File: config.mk
export PLATFORM = sky130hd
export DESIGN_NAME = vlmr_ctrl
export DESIGN_NICKNAME = d
export VERILOG_FILES = /design/src/assert_macros.svh /design/src/vlmr_pkg.sv /design/src/vlmr_ctrl.sv
export SDC_FILE = /design/constraint.sdc
export NUM_CORES = 1
export LEC_CHECK = 0
export BUFFER_PORTS_ARGS = -buffer_cell sky130_fd_sc_hd__buf_2
export CORE_UTILIZATION = 39
export CTS_BUF_LIST = sky130_fd_sc_hd__clkbuf_4 sky130_fd_sc_hd__clkbuf_8 sky130_fd_sc_hd__clkbuf_16
export DETAILED_ROUTE_END_ITERATION = 10
export PLACE_DENSITY = 0.84
export RECOVER_POWER = 100
export SYNTH_ARGS = -nofsm -noshare
export SYNTH_HDL_FRONTEND = slang
export SYNTH_SLANG_ARGS = --single-unit
File: constraint.sdc
create_clock -name clk -period 1.66 [get_ports clk]
set_clock_uncertainty 0.15 [all_clocks]
set_input_delay 0.083 -clock clk [delete_from_list [all_inputs] [get_ports clk]]
set_output_delay 0.083 -clock clk [all_outputs]
set_load 0.005 [all_outputs]
File: src/assert_macros.svh
// Assertion macros used by the message ring top-level RTL.
`ifndef ASSERT_MACROS_SVH
`define ASSERT_MACROS_SVH

// Same-cycle implication, sampled on clk and disabled while rst is high.
`define VLMR_ASSERT_NOW(lbl, ante, cons, msg) \
  lbl: assert property (@(posedge clk) disable iff (rst) (ante) |-> (cons)) else $error(msg);

// Next-cycle implication, sampled on clk and disabled while rst is high.
`define VLMR_ASSERT_NEXT(lbl, ante, cons, msg) \
  lbl: assert property (@(posedge clk) disable iff (rst) (ante) |=> (cons)) else $error(msg);

`endif

File: src/vlmr_pkg.sv
// Types, codes and constants shared by the message ring modules.
package vlmr_pkg;

  localparam int DEPTH_DEFAULT = 4096;
  localparam int CNT_W         = 13;
  localparam int LEN_W         = 16;
  localparam int HDR_BYTES     = 2;

  localparam logic [LEN_W-1:0] PAD_MARK  = 16'hFFFF;
  localparam logic [7:0]       BYTE_ONES = 8'hFF;

  // Request codes.
  localparam logic [2:0] REQ_RESERVE = 3'd0;
  localparam logic [2:0] REQ_PAYLOAD = 3'd1;
  localparam logic [2:0] REQ_COMMIT  = 3'd2;
  localparam logic [2:0] REQ_ABORT   = 3'd3;
  localparam logic [2:0] REQ_READ    = 3'd4;
  localparam logic [2:0] REQ_PEEK    = 3'd5;
  localparam logic [2:0] REQ_CLEAR   = 3'd6;

  // Memory operations issued by the controller.
  localparam logic [3:0] MOP_NONE    = 4'd0;
  localparam logic [3:0] MOP_TAIL_LO = 4'd1;
  localparam logic [3:0] MOP_TAIL_HI = 4'd2;
  localparam logic [3:0] MOP_PAD_LO  = 4'd3;
  localparam logic [3:0] MOP_PAD_HI  = 4'd4;
  localparam logic [3:0] MOP_WRAP_LO = 4'd5;
  localparam logic [3:0] MOP_WRAP_HI = 4'd6;
  localparam logic [3:0] MOP_PAYLOAD = 4'd7;
  localparam logic [3:0] MOP_HDR_LO  = 4'd8;
  localparam logic [3:0] MOP_HDR_HI  = 4'd9;
  localparam logic [3:0] MOP_DATA    = 4'd10;

  typedef struct packed {
    logic [2:0]       req_type;
    logic [LEN_W-1:0] msg_len;
    logic [7:0]       data_byte;
  } vlmr_req_t;

  typedef struct packed {
    logic             ok;
    logic [7:0]       read_byte;
    logic [LEN_W-1:0] head_len;
    logic             last_byte;
    logic [CNT_W-1:0] used_bytes;
    logic [CNT_W-1:0] free_bytes;
    logic             ring_empty;
  } vlmr_rsp_t;

  typedef struct packed {
    logic       load_req;
    logic [3:0] mop;
    logic       cap_lo;
    logic       cap_hi;
    logic       cap_data;
    logic       do_rsv_tail;
    logic       do_rsv_wrap;
    logic       do_payload;
    logic       do_commit;
    logic       do_abort;
    logic       do_clear;
    logic       do_skip;
    logic       do_consume;
    logic       do_off_inc;
    logic       set_ok;
    logic       set_hlen;
    logic       set_last;
    logic       out_load;
  } vlmr_cmd_t;

  typedef struct packed {
    logic [2:0] req_type;
    logic       rsv_gate;
    logic       tail_fit;
    logic       wrap_fit;
    logic       payload_ok;
    logic       commit_ok;
    logic       rsv_open;
    logic       used_zero;
    logic       hdr_pad;
    logic       off_ge_len;
    logic       off_next_ge_len;
    logic       out_free;
  } vlmr_sts_t;

endpackage

File: src/vlmr_ctrl.sv
// Controller state machine that sequences each request through the datapath.
module vlmr_ctrl (
  input  logic                clk,
  input  logic                rst,
  input  logic                req_valid,
  output logic                req_ready,
  input  vlmr_pkg::vlmr_sts_t sts,
  output vlmr_pkg::vlmr_cmd_t cmd
);
  import vlmr_pkg::*;

  localparam logic [3:0] S_IDLE  = 4'd0;
  localparam logic [3:0] S_DISP  = 4'd1;
  localparam logic [3:0] S_T0    = 4'd2;
  localparam logic [3:0] S_T1    = 4'd3;
  localparam logic [3:0] S_P0    = 4'd4;
  localparam logic [3:0] S_P1    = 4'd5;
  localparam logic [3:0] S_P2    = 4'd6;
  localparam logic [3:0] S_P3    = 4'd7;
  localparam logic [3:0] S_CHK   = 4'd8;
  localparam logic [3:0] S_HLO   = 4'd9;
  localparam logic [3:0] S_HHI   = 4'd10;
  localparam logic [3:0] S_HCAP  = 4'd11;
  localparam logic [3:0] S_HEVAL = 4'd12;
  localparam logic [3:0] S_DRQ   = 4'd13;
  localparam logic [3:0] S_DCAP  = 4'd14;
  localparam logic [3:0] S_DONE  = 4'd15;

  logic [3:0] state, state_next;
  logic       post, post_next;

  always_ff @(posedge clk) begin
    if (rst) begin
      state <= S_IDLE;
      post  <= 1'b0;
    end else begin
      state <= state_next;
      post  <= post_next;
    end
  end

  always_comb begin
    cmd        = '0;
    state_next = state;
    post_next  = post;
    req_ready  = (state == S_IDLE);
    case (state)
      S_IDLE: begin
        if (req_valid) begin
          cmd.load_req = 1'b1;
          post_next    = 1'b0;
          state_next   = S_DISP;
        end
      end
      S_DISP: begin
        state_next = S_DONE;
        case (sts.req_type)
          REQ_RESERVE: begin
            if (sts.rsv_gate && sts.tail_fit) begin
              cmd.do_rsv_tail = 1'b1;
              cmd.set_ok      = 1'b1;
              state_next      = S_T0;
            end else if (sts.rsv_gate && sts.wrap_fit) begin
              cmd.do_rsv_wrap = 1'b1;
              cmd.set_ok      = 1'b1;
              state_next      = S_P0;
            end
          end
          REQ_PAYLOAD: begin
            if (sts.payload_ok) begin
              cmd.do_payload = 1'b1;
              cmd.set_ok     = 1'b1;
              cmd.mop        = MOP_PAYLOAD;
            end
          end
          REQ_COMMIT: begin
            if (sts.commit_ok) begin
              cmd.do_commit = 1'b1;
              cmd.set_ok    = 1'b1;
            end
          end
          REQ_ABORT: begin
            cmd.do_abort = 1'b1;
            cmd.set_ok   = sts.rsv_open;
          end
          REQ_READ, REQ_PEEK: begin
            state_next = S_CHK;
          end
          REQ_CLEAR: begin
            cmd.do_clear = 1'b1;
            cmd.set_ok   = 1'b1;
          end
          default: begin
          end
        endcase
      end
      S_T0: begin
        cmd.mop    = MOP_TAIL_LO;
        state_next = S_T1;
      end
      S_T1: begin
        cmd.mop    = MOP_TAIL_HI;
        state_next = S_DONE;
      end
      S_P0: begin
        cmd.mop    = MOP_PAD_LO;
        state_next = S_P1;
      end
      S_P1: begin
        cmd.mop    = MOP_PAD_HI;
        state_next = S_P2;
      end
      S_P2: begin
        cmd.mop    = MOP_WRAP_LO;
        state_next = S_P3;
      end
      S_P3: begin
        cmd.mop    = MOP_WRAP_HI;
        state_next = S_DONE;
      end
      S_CHK: begin
        state_next = sts.used_zero ? S_DONE : S_HLO;
      end
      S_HLO: begin
        cmd.mop    = MOP_HDR_LO;
        state_next = S_HHI;
      end
      S_HHI: begin
        cmd.mop    = MOP_HDR_HI;
        cmd.cap_lo = 1'b1;
        state_next = S_HCAP;
      end
      S_HCAP: begin
        cmd.cap_hi = 1'b1;
        state_next = S_HEVAL;
      end
      S_HEVAL: begin
        // A padding sentinel at the head is dropped before anything else.
        if (sts.hdr_pad) begin
          cmd.do_skip = 1'b1;
          state_next  = S_CHK;
        end else if (post) begin
          state_next = S_DONE;
        end else if (sts.req_type == REQ_PEEK) begin
          cmd.set_ok   = 1'b1;
          cmd.set_hlen = 1'b1;
          state_next   = S_DONE;
        end else begin
          cmd.set_ok   = 1'b1;
          cmd.set_hlen = 1'b1;
          if (sts.off_ge_len) begin
            cmd.set_last   = 1'b1;
            cmd.do_consume = 1'b1;
            post_next      = 1'b1;
            state_next     = S_CHK;
          end else begin
            state_next = S_DRQ;
          end
        end
      end
      S_DRQ: begin
        cmd.mop    = MOP_DATA;
        state_next = S_DCAP;
      end
      S_DCAP: begin
        cmd.cap_data   = 1'b1;
        cmd.do_off_inc = 1'b1;
        if (sts.off_next_ge_len) begin
          cmd.set_last   = 1'b1;
          cmd.do_consume = 1'b1;
          post_next      = 1'b1;
          state_next     = S_CHK;
        end else begin
          state_next = S_DONE;
        end
      end
      S_DONE: begin
        if (sts.out_free) begin
          cmd.out_load = 1'b1;
          state_next   = S_IDLE;
        end
      end
      default: begin
        state_next = S_IDLE;
      end
    endcase
  end

endmodule

======== After elaboration in Yosys (flattened, before gate mapping) ========
Cells that the tools add are included.
cells by class
  mux-type cells .......................... 53
  reduce and logical (&&, ||, !) cells .... 9
  equal/unequal tests ..................... 25
operator list
  operator                                                          count
  4-bit case mux with 15 select lines                               1
  4-bit case mux with 10 select lines                               1
  4-bit == test (second input constant)                             8
  1-bit two-way mux                                                 29
  4-bit two-way mux                                                 7
  3-bit two-way mux                                                 7
  4-bit by 3-bit == test with 1-bit output (second input constant)  4
  3-bit == test (second input constant)                             3
  4-bit by 2-bit == test with 1-bit output (second input constant)  2
  2-bit inequality test (second input constant)                     4
  4-bit case mux with 2 select lines                                1
  3-bit by 2-bit == test with 1-bit output (second input constant)  2
  6-bit two-way mux                                                 1
  1-bit case mux with 2 select lines                                3
  1-bit case mux with 5 select lines                                1
  4-bit by 1-bit == test with 1-bit output (second input constant)  1
  4-bit zero test                                                   1
  4-bit AND reduction                                               1
  2-bit OR reduction                                                2
  3-bit by 1-bit == test with 1-bit output (second input constant)  1
  3-bit zero test                                                   1
  1-bit case mux with 3 select lines                                1
  3-bit nonzero test                                                1
  1-bit logical AND                                                 2
  other kinds (2)                                                   2
word-level totals
  logic and storage cells ................. 89
  register bits after elaboration ......... 5
  output and inout bits ................... 22
  input bits .............................. 17

======== Logic depth before layout (Yosys ltp) ========
  depth after elaboration ................. 5
  gate-level depth with buffers ........... 7
  depth with buffers taken out ............ 4

======== Worst setup path before layout ========
Ideal clock, no wire load.
  path type ............................... register -> output
  start point ............................. register state[1]
  end point ............................... output port cmd[5] (netlist bit)
  path slack .............................. -0.185 ns
  required time ........................... 1.427 ns
  path buffers ............................ 3
  arrival time ............................ 1.612 ns
  stages on the path, launching flop included .. 8
  cell sequence ........................... dfxtp_1 buf_2 or2_1 clkbuf_1 nor4_2 a32oi_1 nor3_1 buf_4
RTL lines
  what                      RTL line         text
  start: declaration        vlmr_ctrl.sv:29  logic [3:0] state, state_next;
  start signal: assignment  vlmr_ctrl.sv:37  state <= state_next;
  end: declaration          vlmr_ctrl.sv:8   output vlmr_pkg::vlmr_cmd_t cmd

==> out/results.env <==
LAYOUT.NETS=186
MET3_GRT_UTIL_PCT=5.00
GRT_USE_TOTAL_PCT=28.1
POWER.DENSITY_CELL_AREA_mW_PER_MM2=1540
CRIT_PATH_END_KIND='output port'
P_LEAK_nW=0.615
SYNTH-COMPOUND-AREA-SHARE_PCT=33.8
SYNTH.DISTINCT_CELLS=43
CTS-ROOT-BUF='clkbuf_4'
SYNTH-EDFF-COUNT=0
NUMBER_OF_ANTENNA_VIOLATIONS_AT_THE_FIRST_CHECK_IN_GLOBAL_ROUTING=0
PLACE_WS_NS=-0.0773
YOSYSWARNINGCOUNT=0
NUM_IO_PINS=39
UTILIZATION_PCT=83.2
AREA_GROWTH_SYN_TO_LAYOUT_PCT=91.2
SYNTH_FP_NETS=120
FINAL_REPORT_HOLD_VIOLATION_COUNT=0
TRITONCTS_BUFFER_COUNT=3
COUNT_OF_MAXIMUM_CAPACITANCE_VIOLATIONS=0
SYNTH_TOP_FAMILY_BY_AREA='simple AND/OR/NAND/NOR gates'
CTSHTREEMAXLEVEL=1
USE_MET2_PCT=49.3
FINALWORSTPATHREQUIREDPERIOD_NS=1.95
SETUP_TOTAL_NEGATIVE_SLACK_NS=-3.38
FINAL-SETUP-VIOL-COUNT=20
TIMING_WORST_SETUP_PATH_TYPE='register to output port'
GRT_START_MAX_NET_PINS=15
YOSYS.AREA.TOP_TYPE_SHARE_PCT=14.6
SYNTHADDERAREAFRAC_PCT=0
PLACE.GP.CONGESTION=0.865
DRT-PASS1-ITER-COUNT=9
FP.DIEW_UM=43.9
PLACE.DETAILED.HPWL_UM=1870
SYNTH_FF_TYPE='dfxtp_1'
INSERTEDDIODECOUNT=0
RSZ0062_AT_GRT='true'
FINAL_LAYOUT_SIZE_SUFFIX_GT1_SHARE_PCT=59.5
YOSYS.AREA.TOP_TYPE='dfxtp_1'
MULTIPLEXER_SHARE_OF_THE_SYNTHESIZED_AREA_PCT=1.46
TIGHTEST_SLEW_NS=0.461
MOSTFREQUENTLAYOUTCELL='buf_2'
WORST_EP_REQUIRED_NS=1.43
FINAL_DESIGN_AREA_NO_FILL_SQ_MM=0.00131
CRITPATHARRIVALTIME_NS=1.71
MAX-SLEW-MARGIN-REL_PCT=69.1
YS_TOP_CELLS_BY_AREA='dfxtp_1, nand2_1, nor2_1, inv_1, a21oi_1'
GRT_MOST_USED_LAYER='met2'
YOSYS.AREA_SHARE.XOR_XNOR_PCT=1.28
ACHIEVABLE-FREQUENCY_GHz=0.514
SYNTH-SEQ-AREA-SHARE_PCT=14.6
PLACED_CELLS=165
DETAILEDROUTE.FIRSTITERATIONVIOLATIONS=57
LAUNCHING_ELEMENT_TYPE_OF_THE_CRITICAL_PATH='register'
SYNTH_CELLS=103
WIRE_LENGTH_OF_THE_FIRST_GLOBAL_ROUTING_PASS_UM=4110
INSERTION_DELAY_NS=0.26
NUMCLOCKSINKS=5
FINAL_CELL_COUNT_NO_FILL=184
TOTAL_POWER_OF_THE_FINAL_LAYOUT_mW=2.02
DRT.ANTENNA.VIOLATING_NETS=0
GR-USAGE-MET1_PCT=35.2
DETAILED_PLACE.AREA_SQ_UM=997
WORSTPATHMAXFANOUT=4
DETAILROUTE.VIA_COUNT=1225
ASYNCSETRESETFLOPFRACSYNTH_PCT=0
WL_UM=3680
MAPPED_AVG_CELL_AREA_SQ_UM=6.66
ROUTED_VIA_DENSITY=6.66
CLASS_OF_THE_TIGHTEST_HOLD_OR_REMOVAL_CHECK='input pin to register'
NUMBER_OF_BUFFERS_ON_THE_LONGEST_CLOCK_PATH=2
FIRST_GLOBAL_VIAS=958
MIN_PERIOD_OVER_PERIOD_PCT=117
TIMING.FINAL.MAX_SLEW_VIOLATIONS=0
SYNTH.CELL_AREA_SQ_UM=686
CELL_ROW_COUNT=14
REG2REG_SETUP_SLACK_NS=-0.25
DIEHEIGHT_UM=43.9
FLOORPLAN.INITIALDENSITY_PCT=43.5
VDD.IR_DROP.WORST_mV=0.914
REMAINING_DRC_ERRORS=1
YOSYS_REG_BITS=5
WORST_SETUP_HOLD_PATH_CLK_SLEW_NS=0.06
DIE_AREA_SQ_MM=0.00193
HOLDWS_NS=0.0645
NUMBER_OF_I_O_PORT_BUFFERS=38
CTS_TREE='built'
MOST-COMMON-LAYOUT-CELLS='buf_2, buf_4, buf_6'
ROUTEDWLPERCELL_UM=20.0
OUTCOME='complete, but fails checks'
VIOLATIONS='design-rule violations, negative setup slack'
SYNTH-SIMPLE-AREA-SHARE_PCT=37.6
CORE_AREA_SQ_MM=0.00158
SLACK_OF_THE_CRITICAL_PATH_NS=-0.286
GLOBAL_ROUTE.OVERFLOW_TOTAL=0
==> where the power goes <==
group	internal, mW	leakage (nW)	switching, mW
Clock	0.0882	0.0177	0.0663
Combinational	0.822	0.554	0.793
Sequential	0.179	0.0425	0.0743
Total	1.09	0.615	0.933
==> synthesized netlist by cell type (2+ instances only) <==
master,count
nand2_1,11
nor2_1,8
inv_1,7
a21oi_1,5
clkbuf_1,5
dfxtp_1,5
nor3_1,5
o21ai_0,5
nand3_1,4
buf_4,3
nor2b_1,3
a21o_1,2
a22oi_1,2
a31oi_1,2
and3_1,2
buf_2,2
nand3b_1,2
nor3b_1,2
o211ai_1,2
o21ai_1,2
o22ai_1,2
==> per-layer routing <==
| metal | part of all wire (%) | wire length (um) |
|---|---|---|
| met1 | 36 | 1310 |
| met2 | 47 | 1740 |
| met3 | 10 | 382 |
| met4 | 6.5 | 240 |
| met5 | 0 | 0 |
==> worst max-delay path: stages, from the launching register on <==
cell and delay [ns]:
dfxtp_2 0.34, or4b_4 0.60, nor2_4 0.17, nand2_2 0.10, o211ai_1 0.10, buf_2 0.14
==> state kept, by name, summed over array words and instances, names as in the netlist <==
register,flops
post,1
state,4
==> timing repair <==
item,CTS,global route
endpoints found under the hold margin,5,0
pin swaps,16,8
setup buffers,8,7
setup endpoints to repair,17,21
hold buffers,1,0
resized for setup,22,23
==> cell type report <==
cell class	count	area [sq um]
multi-input combinational	81	624
inverter	7	26.3
tap	16	20.0
clock inverter	1	5.00
sequential	5	105
timing repair buffer	71	508
fill	88	265
clock buffer	3	22.5
==> kinds of logic after synthesis <==
group,count (synthesis)
simple gates,47
mux,1
flops,5
xor+xnor,1
compound gates,32
buf+inv,17
==> path summary, 6_finish.rpt <==
| kind | startpoint | endpoint | cells after the start |
|---|---|---|---|
| worst max-delay path | state[1]$_SDFFE_PP0P_ | cmd[17] | 5 |
| worst min-delay path | sts[1] | state[1]$_SDFFE_PP0P_ | 4 |
| worst max register to register | state[1]$_SDFFE_PP0P_ | state[0]$_SDFFE_PP0P_ | 5 |
| worst min register to register | post$_SDFFE_PP0P_ | post$_SDFFE_PP0P_ | 2 |
Note: power is estimated with default switching activity, not from simulation.
